[src/hw/rtl/swsfd_pkg.sv]
// types and constants shared by the sync-word frame deframer modules
// no dependencies
package swsfd_pkg;

    localparam int DATA_BYTES = 13;

    localparam logic [3:0] POS_HUNT   = 4'd0;
    localparam logic [3:0] POS_SYNC2  = 4'd1;
    localparam logic [3:0] DATA_FIRST = 4'd2;
    localparam logic [3:0] FRAME_LAST = 4'd15;

    localparam logic [7:0] SYNC_FIRST_RST  = 8'hAB;
    localparam logic [7:0] SYNC_SECOND_RST = 8'hCD;
    localparam logic [7:0] END_MARKER_RST  = 8'h88;

    typedef enum logic [1:0] {
        CFG_SYNC_FIRST  = 2'd0,
        CFG_SYNC_SECOND = 2'd1,
        CFG_END_MARKER  = 2'd2
    } t_cfg_idx;

    typedef struct packed {
        logic [7:0] rx_byte;
        logic       channel;
    } t_item;

    typedef struct packed {
        logic               source_channel;
        logic signed [15:0] accel_x;
        logic signed [15:0] accel_y;
        logic signed [15:0] accel_z;
        logic signed [15:0] gyro_x;
        logic signed [15:0] gyro_y;
        logic signed [15:0] gyro_z;
        logic        [7:0]  temperature;
    } t_result;

    // work passed from the front end to the frame store
    typedef struct packed {
        logic       emit;
        logic       ch;
        logic [3:0] slot;
        logic [7:0] data;
    } t_cmd;

endpackage

[src/hw/rtl/sync_word_sensor_frame_deframer_core.sv]
// a frame's last byte passes through the command queue and then the result queue, and shows
// as a result once the result queue has room
// throughput: one byte per cycle; full rises only when the 4-entry command queue
// between front and back fills, which needs the 2-entry result queue to back up
// reset: synchronous, clears byte positions and both queues, sets config registers to
// their reset values; the frame byte store is not cleared
module sync_word_sensor_frame_deframer_core #(
    parameter int CHANNELS = 2
) (
    input  logic               i_clk,
    input  logic               i_rst_n,
    input  logic               push,
    output logic               full,
    input  swsfd_pkg::t_item   i_item,
    output logic               empty,
    input  logic               pop,
    output swsfd_pkg::t_result o_result,
    input  logic               i_cfg_we,
    input  logic [1:0]         i_cfg_idx,
    input  logic [7:0]         i_cfg_wdata
);
    import swsfd_pkg::*;

    logic cmd_push;
    logic cmd_pop;
    logic cmd_empty;
    t_cmd cmd_in;
    t_cmd cmd_out;

    swsfd_front #(
        .CHANNELS(CHANNELS)
    ) u_front (
        .i_clk       (i_clk),
        .i_rst_n     (i_rst_n),
        .i_item      (i_item),
        .i_push      (push),
        .i_cmd_full  (full),
        .i_cfg_we    (i_cfg_we),
        .i_cfg_idx   (i_cfg_idx),
        .i_cfg_wdata (i_cfg_wdata),
        .o_cmd_push  (cmd_push),
        .o_cmd       (cmd_in)
    );

    swsfd_fifo #(
        .WIDTH($bits(t_cmd)),
        .DEPTH(4)
    ) u_cmd_q (
        .i_clk   (i_clk),
        .i_rst_n (i_rst_n),
        .i_push  (cmd_push),
        .i_data  (cmd_in),
        .o_full  (full),
        .i_pop   (cmd_pop),
        .o_data  (cmd_out),
        .o_empty (cmd_empty)
    );

    swsfd_back #(
        .CHANNELS(CHANNELS)
    ) u_back (
        .i_clk       (i_clk),
        .i_rst_n     (i_rst_n),
        .i_cmd       (cmd_out),
        .i_cmd_empty (cmd_empty),
        .o_cmd_pop   (cmd_pop),
        .i_pop       (pop),
        .o_empty     (empty),
        .o_result    (o_result)
    );

endmodule

[src/hw/rtl/swsfd_fifo.sv]
// small first-word-fall-through queue of register entries
// no dependencies
module swsfd_fifo #(
    parameter int WIDTH = 8,
    parameter int DEPTH = 4
) (
    input  logic             i_clk,
    input  logic             i_rst_n,
    input  logic             i_push,
    input  logic [WIDTH-1:0] i_data,
    output logic             o_full,
    input  logic             i_pop,
    output logic [WIDTH-1:0] o_data,
    output logic             o_empty
);
    localparam int AW = (DEPTH > 1) ? $clog2(DEPTH) : 1;
    localparam int CW = $clog2(DEPTH + 1);

    logic [WIDTH-1:0] r_mem [DEPTH];
    logic [AW-1:0]    r_wr, n_wr;
    logic [AW-1:0]    r_rd, n_rd;
    logic [CW-1:0]    r_cnt, n_cnt;
    logic             push_ok;
    logic             pop_ok;

    assign o_full  = (r_cnt == CW'(DEPTH));
    assign o_empty = (r_cnt == '0);
    assign o_data  = r_mem[r_rd];
    assign push_ok = i_push && !o_full;
    assign pop_ok  = i_pop && !o_empty;

    always_comb begin
        n_wr = r_wr;
        n_rd = r_rd;
        if (push_ok) begin
            n_wr = (r_wr == AW'(DEPTH - 1)) ? '0 : r_wr + AW'(1);
        end
        if (pop_ok) begin
            n_rd = (r_rd == AW'(DEPTH - 1)) ? '0 : r_rd + AW'(1);
        end
        case ({push_ok, pop_ok})
            2'b10:   n_cnt = r_cnt + CW'(1);
            2'b01:   n_cnt = r_cnt - CW'(1);
            default: n_cnt = r_cnt;
        endcase
    end

    always_ff @(posedge i_clk) begin
        if (!i_rst_n) begin
            r_wr  <= '0;
            r_rd  <= '0;
            r_cnt <= '0;
        end else begin
            r_wr  <= n_wr;
            r_rd  <= n_rd;
            r_cnt <= n_cnt;
        end
    end

    always_ff @(posedge i_clk) begin
        if (push_ok) begin
            r_mem[r_wr] <= i_data;
        end
    end

endmodule

[src/hw/rtl/swsfd_front.sv]
// front end: per-channel sync hunt and byte position tracking, config registers
// depends on swsfd_pkg
module swsfd_front #(
    parameter int CHANNELS = 2
) (
    input  logic             i_clk,
    input  logic             i_rst_n,
    input  swsfd_pkg::t_item i_item,
    input  logic             i_push,
    input  logic             i_cmd_full,
    input  logic             i_cfg_we,
    input  logic [1:0]       i_cfg_idx,
    input  logic [7:0]       i_cfg_wdata,
    output logic             o_cmd_push,
    output swsfd_pkg::t_cmd  o_cmd
);
    import swsfd_pkg::*;

    localparam int ROWS = (CHANNELS > 2) ? 2 : CHANNELS;

    logic [3:0] r_pos [ROWS];
    logic [3:0] n_pos [ROWS];
    logic [7:0] r_sync_first;
    logic [7:0] r_sync_second;
    logic [7:0] r_end_marker;
    logic       ch_ok;
    logic       take;
    logic [3:0] pos;

    assign ch_ok = (int'(i_item.channel) < CHANNELS);
    assign take  = i_push && !i_cmd_full && ch_ok;
    assign pos   = ch_ok ? r_pos[i_item.channel] : POS_HUNT;

    always_comb begin
        n_pos       = r_pos;
        o_cmd_push  = 1'b0;
        o_cmd.emit  = 1'b0;
        o_cmd.ch    = i_item.channel;
        o_cmd.slot  = pos - DATA_FIRST;
        o_cmd.data  = i_item.rx_byte;
        if (take) begin
            if (pos == POS_HUNT) begin
                if (i_item.rx_byte == r_sync_first) begin
                    n_pos[i_item.channel] = POS_SYNC2;
                end
            end else if (pos == POS_SYNC2) begin
                n_pos[i_item.channel] = (i_item.rx_byte == r_sync_second) ?
                                        DATA_FIRST : POS_HUNT;
            end else if (pos != FRAME_LAST) begin
                o_cmd_push            = 1'b1;
                n_pos[i_item.channel] = pos + 4'd1;
            end else begin
                n_pos[i_item.channel] = POS_HUNT;
                o_cmd.emit            = 1'b1;
                o_cmd_push            = (i_item.rx_byte == r_end_marker);
            end
        end
    end

    always_ff @(posedge i_clk) begin
        if (!i_rst_n) begin
            r_pos         <= '{default: POS_HUNT};
            r_sync_first  <= SYNC_FIRST_RST;
            r_sync_second <= SYNC_SECOND_RST;
            r_end_marker  <= END_MARKER_RST;
        end else begin
            r_pos <= n_pos;
            if (i_cfg_we) begin
                case (t_cfg_idx'(i_cfg_idx))
                    CFG_SYNC_FIRST:  r_sync_first  <= i_cfg_wdata;
                    CFG_SYNC_SECOND: r_sync_second <= i_cfg_wdata;
                    CFG_END_MARKER:  r_end_marker  <= i_cfg_wdata;
                    default: ;
                endcase
            end
        end
    end

endmodule

[src/hw/rtl/swsfd_back.sv]
// back end: per-channel frame byte store and result assembly into the output queue
// depends on swsfd_pkg and swsfd_fifo
module swsfd_back #(
    parameter int CHANNELS = 2
) (
    input  logic               i_clk,
    input  logic               i_rst_n,
    input  swsfd_pkg::t_cmd    i_cmd,
    input  logic               i_cmd_empty,
    output logic               o_cmd_pop,
    input  logic               i_pop,
    output logic               o_empty,
    output swsfd_pkg::t_result o_result
);
    import swsfd_pkg::*;

    localparam int ROWS = (CHANNELS > 2) ? 2 : CHANNELS;

    logic [7:0] r_store [ROWS][DATA_BYTES];
    logic [7:0] row [DATA_BYTES];
    logic       out_full;
    logic       out_push;
    t_result    res;

    assign out_push  = !i_cmd_empty && i_cmd.emit && !out_full;
    assign o_cmd_pop = !i_cmd_empty && (!i_cmd.emit || !out_full);
    assign row       = r_store[i_cmd.ch];

    always_comb begin
        res.source_channel = i_cmd.ch;
        res.accel_x        = {row[0], row[1]};
        res.accel_y        = {row[2], row[3]};
        res.accel_z        = {row[4], row[5]};
        res.gyro_x         = {row[6], row[7]};
        res.gyro_y         = {row[8], row[9]};
        res.gyro_z         = {row[10], row[11]};
        res.temperature    = row[12];
    end

    always_ff @(posedge i_clk) begin
        if (o_cmd_pop && !i_cmd.emit) begin
            r_store[i_cmd.ch][i_cmd.slot] <= i_cmd.data;
        end
    end

    swsfd_fifo #(
        .WIDTH($bits(t_result)),
        .DEPTH(2)
    ) u_out_q (
        .i_clk   (i_clk),
        .i_rst_n (i_rst_n),
        .i_push  (out_push),
        .i_data  (res),
        .o_full  (out_full),
        .i_pop   (i_pop),
        .o_data  (o_result),
        .o_empty (o_empty)
    );

endmodule

[config.mk]
export PLATFORM = sky130hd
export DESIGN_NAME = sync_word_sensor_frame_deframer_core
export DESIGN_NICKNAME = d
export VERILOG_FILES = /design/src/hw/rtl/swsfd_pkg.sv /design/src/hw/rtl/sync_word_sensor_frame_deframer_core.sv /design/src/hw/rtl/swsfd_fifo.sv /design/src/hw/rtl/swsfd_front.sv /design/src/hw/rtl/swsfd_back.sv
export SDC_FILE = /design/constraint.sdc
export NUM_CORES = 1
export LEC_CHECK = 0
export ABC_CLOCK_PERIOD_IN_PS = 7100
export BUFFER_PORTS_ARGS = -buffer_cell sky130_fd_sc_hd__buf_4
export CORE_MARGIN = 3
export CORE_UTILIZATION = 56
export DETAILED_ROUTE_END_ITERATION = 8
export PLACE_DENSITY = 0.75
export SYNTH_ARGS = -nofsm -noshare
export SYNTH_HDL_FRONTEND = slang
export SYNTH_SLANG_ARGS = --single-unit
export TNS_END_PERCENT = 20
[constraint.sdc]
create_clock -name i_clk -period 7.1 [get_ports i_clk]
set_input_delay 0.71 -clock i_clk [delete_from_list [all_inputs] [get_ports i_clk]]
set_output_delay 0.71 -clock i_clk [all_outputs]
set_load 0.02 [all_outputs]
==> impl_metrics.env, run 1 <==
export IMPL_outcome="finished, final reports clean"
export IMPL_syn_inst=1054
export IMPL_finalCritPeriodShare=0.5206
export IMPL_syn_nets=1091
export IMPL_design_area_sq_mm=0.02259
export IMPL_antenna_found_initial=0
export IMPL_p_leak_nw=7.607
export IMPL_worstPathMaxFanout=61
export IMPL_drt_wl_total_mm=34.35
export IMPL_synth_async_reset_ratio=0
export IMPL_maxCapViolations=0
export IMPL_synth_area_top_cells="edfxtp_1, mux2_2, dfxtp_1, mux4_2, nand2_1"
export IMPL_ir_worst_vdd_mv=0.2319
export IMPL_die_w_um=193.4
export IMPL_path_delay_family="multiplexers"
export IMPL_fin_nets=1242
export IMPL_clockBufferDepth=3
export IMPL_detail_route_wl_per_cell_um=20.31
export IMPL_switching_share=0.2839
export IMPL_yosys_top_cells_count="edfxtp_1, mux2_2, nand2_1"
export IMPL_dp_hpwl_mm=20.98
export IMPL_num_rows=67
export IMPL_synth_top_area_frac=0.7238
export IMPL_grt_pass1_vias=9528
export IMPL_ant_nets=0
export IMPL_n_antenna_cell=0
export IMPL_slew_violations=0
export IMPL_cts_resized=0
export IMPL_place_area_sq_mm=0.02109
export IMPL_clk_latency_ns=0.56
export IMPL_synth_warnings=0
export IMPL_fillers=2263
export IMPL_dp_cells=1601
export IMPL_yosysTopAreaCell="edfxtp_1"
export IMPL_crit_required_ns=7.29
export IMPL_max_slew_margin=0.3065
export IMPL_max_slew_worst_pin_slew_ns=1.040
export IMPL_numPortBuffers=130
export IMPL_combPwrFrac=0.252
export IMPL_fin_crit_ns=3.697
export IMPL_rsz0062_at_grt="no"
export IMPL_setup_viol=0
export IMPL_die_area_sq_mm=0.03740
export IMPL_via_count=9297
export IMPL_yosysSeqAreaShare=0.7706
export IMPL_final_layout_size_suffix_gt1_frac=0.3484
export IMPL_ys_types=48
export IMPL_grt_max_degree=78
export IMPL_area_delta_synth_final_pct=14.85
export IMPL_core_area_sq_mm=0.03404
export IMPL_power_switching_mw=2.441
export IMPL_clk_pin_slew_ns=0.06
export IMPL_ys_ff_latch=520
export IMPL_routed_via_density=5.498
export IMPL_final_setup_tns_ns=0
export IMPL_start_util=0.5778
export IMPL_path_class="flop to flop"
export IMPL_cts_tree="built"
export IMPL_ctsHoldBuffers=0
export IMPL_yosys_cell_count_top_type="edfxtp_1"
export IMPL_cp_slowest_cell="mux4_4"
export IMPL_worstPathCellList="mux4_4 -> buf_4 -> nand2_1 -> nor2_1"
export IMPL_clock_skew_ns=0.01518
export IMPL_cp_start_kind="flop"
export IMPL_cp_slowest_stage_delay_ns=1.00
export IMPL_stdcell_count=1691
export IMPL_netlist_area_sq_mm=0.01967
export IMPL_hp_class="primary input to flop"
export IMPL_utilization=0.6636
export IMPL_crit_buf_inv=1
export IMPL_syn_avg_cell_area_sq_um=18.66
export IMPL_drt_iter0_drc=649
export IMPL_drc_errors=0
export IMPL_grt_overflow=0
export IMPL_cts_sinks=520
export IMPL_synth_edff_count=474
export IMPL_clock_root_buffer="clkbuf_16"
export IMPL_cts_inserted_buffers=50
export IMPL_final_hold_violation_count=0
export IMPL_place_gp_congestion=0.8055
export IMPL_ys_flop_type="edfxtp_1"
export IMPL_die_y_um=193.4
export IMPL_power_frac_clock=0.279
export IMPL_grt_util_all_layers=0.1837
export IMPL_io_pins=131
export IMPL_fmax_mhz=270.5
export IMPL_firstDrtPassIters=5
export IMPL_crit_arrival_ns=3.88
export IMPL_post_cts_setup_buffer_count=0
export IMPL_p_int_mw=6.156
export IMPL_p_seq_frac=0.469
export IMPL_p_per_area_mw_per_mm2=380.7
export IMPL_grt_first_pass_wirelength_mm=54.25
export IMPL_crit_path_end_kind="flop"
export IMPL_p_total_mw=8.597
export IMPL_cts_htree_levels=2
## registers in the layout (all words and copies together) (netlist names), named ones only
register / count
u_front.r_end_marker: 8
u_back.u_out_q.r_mem: 210
u_cmd_q.r_mem: 56
u_front.r_sync_first: 8
u_cmd_q.r_cnt: 3
u_cmd_q.r_rd: 2
u_back.r_store: 208
u_front.r_sync_second: 8
u_cmd_q.r_wr: 2
u_front.r_pos: 8
u_back.u_out_q.r_rd: 1
u_back.u_out_q.r_wr: 1
u_back.u_out_q.r_cnt: 2
## per-layer routing
metal / vias to the layer above / GRT usage / part of all wire / routed length, um
met3: 62 / 0.03461 / 0.051 / 1759
met5: - / 0 / 0 / 0
met4: 0 / 0.04875 / 0.022 / 770
li1: 4339 / - / - / -
met1: 4644 / 0.2503 / 0.43 / 14730
met2: 252 / 0.3094 / 0.50 / 17080
## cell usage in the layout (no fill, tap or decap), drive strengths merged, types with 17 or more instances in the layout
master / synthesis / final
edfxtp: 474 / 474
mux2: 209 / 209
buf: 20 / 136
clkbuf: 17 / 66
nor2: 52 / 52
nand2: 50 / 50
dfxtp: 46 / 46
clkinv: 0 / 21
xnor2: 17 / 17
inv: 16 / 17
## cells by family (layout without fill, tap and decap cells)
| family | after synthesis | after routing | share of synthesized area |
|---|---|---|---|
| flip-flops | 520 | 520 | 0.7706 |
| multiplexers | 239 | 239 | 0.1442 |
| adder cells (fa/ha/maj) | 13 | 13 | 0.008653 |
| buffers and inverters | 53 | 242 | 0.01177 |
| XOR/XNOR | 31 | 31 | 0.01381 |
| AND/OR/NAND/NOR | 161 | 161 | 0.03907 |
| AO/OA/AOI/OAI | 37 | 37 | 0.01183 |
## power groups by stage
stage | sequential [mW] | clock [mW] | combinational, mW
2_1_floorplan | 4.08 | 0 | 1.43
3_3_place_gp | 4.08 | 0 | 2.17
3_5_place_dp | 4.10 | 0 | 2.19
4_1_cts | 4.04 | 2.45 | 2.20
5_1_grt | 4.06 | 2.59 | 2.33
6_report | 4.03 | 2.40 | 2.16
## layout make-up
cell class	count	area, sq um	share of cell area
clock inverters	24	138.9	0.006149
inverters	16	60.06	0.002659
well taps	448	560.5	0.02482
repair buffers	136	1021	0.04521
clock buffers	66	1353	0.05989
flip-flops and latches	520	15160	0.6712
multi-input cells	481	4294	0.1901
## final timing paths
path | depth (start not counted) | from | slack (ns) | endpoint
hold reg to reg | 2 | u_front.r_pos[5]$_SDFFE_PN0P_ | 0.46 | u_front.r_pos[5]$_SDFFE_PN0P_
hold / removal | 3 | i_cfg_wdata[3] | 0.38 | u_front.r_sync_first[3]$_SDFFE_PN1P_
setup / recovery | 4 | flop | 3.40 | u_back.r_store[1][50]$_DFFE_PP_
setup reg to reg | 4 | flop | 3.40 | u_back.r_store[1][50]$_DFFE_PP_
## stage by stage
step	setup slack, ns	hold slack (ns)
floorplan	1.291	0.4344
global placement	3.412	0.4543
detailed placement	3.241	0.4598
CTS	3.360	0.3627
global route	3.144	0.3776
finish	3.403	0.3801
## worst min-delay path: stages
cell,delay (ns)
buf_4,0.09
nand2_1,0.04
nand3_1,0.06
No activity file was read; power rests on OpenSTA's default activity.
==> inputs of run 2 (changes only) <==
- ABC_CLOCK_PERIOD_IN_PS: 7100 -> 3610
- clock period: 7.1 -> 3.61 ns (I/O delays scaled with it)
==> impl_metrics.env, run 2 (synthesized netlist as in run 1, its figures left out) <==
export IMPL_outcome="finished, final reports clean"
export IMPL_final_common_cell="edfxtp_1"
export IMPL_clock_root_buffer="clkbuf_16"
export IMPL_drc_errors=0
export IMPL_grt_util_all_layers=0.1926
export IMPL_area_delta_synth_final_pct=16.93
export IMPL_maxCapViolations=0
export IMPL_io_pins=131
export IMPL_p_total_mw=17.54
export IMPL_cp_slowest_stage_delay_ns=0.42
export IMPL_cp_start_kind="flop"
export IMPL_die_y_um=193.4
export IMPL_fin_nets=1268
export IMPL_final_seq_area_sq_mm=0.01516
export IMPL_fillers=2251
export IMPL_ant_nets=0
export IMPL_crit_arrival_ns=3.59
export IMPL_critPathMostFrequentCell="inv_1"
export IMPL_hold_ws_ns=0.03754
export IMPL_cp_slowest_cell="fa_1"
export IMPL_cts_inserted_buffers=51
export IMPL_hp_class="primary input to flop"
export IMPL_fin_crit_ns=3.099
export IMPL_grt_overflow=0
export IMPL_final_hold_violation_count=0
export IMPL_die_area_sq_mm=0.03740
export IMPL_grt_first_pass_wirelength_mm=56.80
export IMPL_top_register="u_back.u_out_q.r_mem"
export IMPL_crit_path_end_kind="flop"
export IMPL_place_gp_congestion=0.7865
export IMPL_crit_buf_inv=3
export IMPL_clk_pin_slew_ns=0.06
export IMPL_numPortBuffers=130
export IMPL_n_antenna_cell=0
export IMPL_worstPathMaxFanout=8
export IMPL_multi_input_comb_area_sq_mm=0.004294
export IMPL_dp_hpwl_mm=21.95
export IMPL_start_util=0.5778
export IMPL_cts_htree_levels=2
export IMPL_grt_pass1_vias=9957
export IMPL_reg_top3="u_back.u_out_q.r_mem: 210 flops, u_back.r_store: 208 flops, u_cmd_q.r_mem: 56 flops"
export IMPL_p_leak_nw=7.829
export IMPL_dp_cells=1626
export IMPL_final_cell_mix="edfxtp_1, mux2_2, buf_4, clkbuf_16, nand2_1"
export IMPL_ir_worst_vdd_mv=0.4735
export IMPL_max_slew_worst_pin_slew_ns=0.9255
export IMPL_via_count=9595
export IMPL_drt_iter0_drc=779
export IMPL_rsz0062_at_grt="no"
export IMPL_path_delay_family="adder cells"
export IMPL_post_cts_setup_buffer_count=0
export IMPL_core_area_sq_mm=0.03404
export IMPL_largest_reg_flops=210
export IMPL_cts_sinks=520
export IMPL_fmax_mhz=322.7
export IMPL_clock_skew_ns=0.01842
export IMPL_die_w_um=193.4
export IMPL_clockBufferDepth=3
export IMPL_ctsHoldBuffers=0
export IMPL_antenna_found_initial=0
export IMPL_clk_latency_ns=0.57
export IMPL_cts_tree="built"
export IMPL_p_per_area_mw_per_mm2=762.9
export IMPL_crit_required_ns=4.10
export IMPL_firstDrtPassIters=4
export IMPL_max_slew_margin=0.3817
export IMPL_worstPathCellList="mux2i_1 -> inv_1 -> ha_1 -> nand2b_1 -> o31ai_1 -> o21a_1 -> nor2_1 -> inv_1 -> ha_1 -> inv_1 -> fa_1 -> xor2_1 -> or3_1 -> a21oi_1"
export IMPL_finalCritPeriodShare=0.8585
export IMPL_path_class="flop to flop"
export IMPL_drt_wl_total_mm=36.22
export IMPL_stdcell_count=1718
export IMPL_routed_via_density=5.585
export IMPL_setup_viol=0
export IMPL_grt_max_degree=111
export IMPL_final_layout_size_suffix_gt1_frac=0.3646
export IMPL_cts_resized=0
export IMPL_num_rows=67
export IMPL_slew_violations=0
export IMPL_detail_route_wl_per_cell_um=21.08
run 2: cell types whose count changed in the layout (fill, tap and decap cells not counted), sizes merged:
cell	before	now
buf	136	161
bufinv	1	4
clkbuf	66	71
clkinv	21	14
inv	17	18
run 2: final timing paths:
kind | from | end | slack [ns] | cells after the start
max | u_front.r_pos[5]$_SDFFE_PN0P_ | u_cmd_q.r_cnt[2]$_SDFFE_PN0P_ | 0.51 | 14
min | i_cfg_wdata[6] | u_front.r_sync_second[6]$_SDFFE_PN1P_ | 0.04 | 3
max reg2reg | u_front.r_pos[5]$_SDFFE_PN0P_ | u_cmd_q.r_cnt[2]$_SDFFE_PN0P_ | 0.51 | 14
min reg2reg | u_front.r_sync_first[2]$_SDFFE_PN0P_ | u_front.r_sync_first[2]$_SDFFE_PN0P_ | 0.46 | 2
run 2: area by class of cell:
type                            instances  share of cell area
Sequential cell                       520              0.6592
Multi-Input combinational cell        481              0.1867
Clock buffer                           71             0.06241
Timing Repair Buffer                  161             0.05583
Tap cell                              448             0.02438
Clock inverter                         21            0.008815
Inverter                               16            0.002612
run 2: per-stage QoR:
stage	setup slack (ns)	setup TNS (ns)	util	instance area [sq um]
after CTS	0.4920	0	0.6756	22990
after global routing	0.1768	0	0.6756	22990
final	0.5109	0	0.6756	22990
after floorplan	-0.1118	-11.74	-	19670
after detailed placement	0.1984	0	0.6275	21360
after global placement	0.3024	0	0.6275	21360
run 2: tightest hold or removal path: stages:
cell	delay, ns
buf_4	0.09
nand2_1	0.04
nand3_1	0.06
run 2: layer usage:
layer	GRT usage	vias up	wire, um
met5	0	-	0
met4	0.06429	0	869
met3	0.03757	55	2071
met2	0.3210	276	18280
met1	0.2588	4869	14990
li1	-	4395	-
run 2: power by group:
part	internal [mW]	switching, mW
sequential	7.72	0.238
combinational	1.82	2.64
clock	3.05	2.07
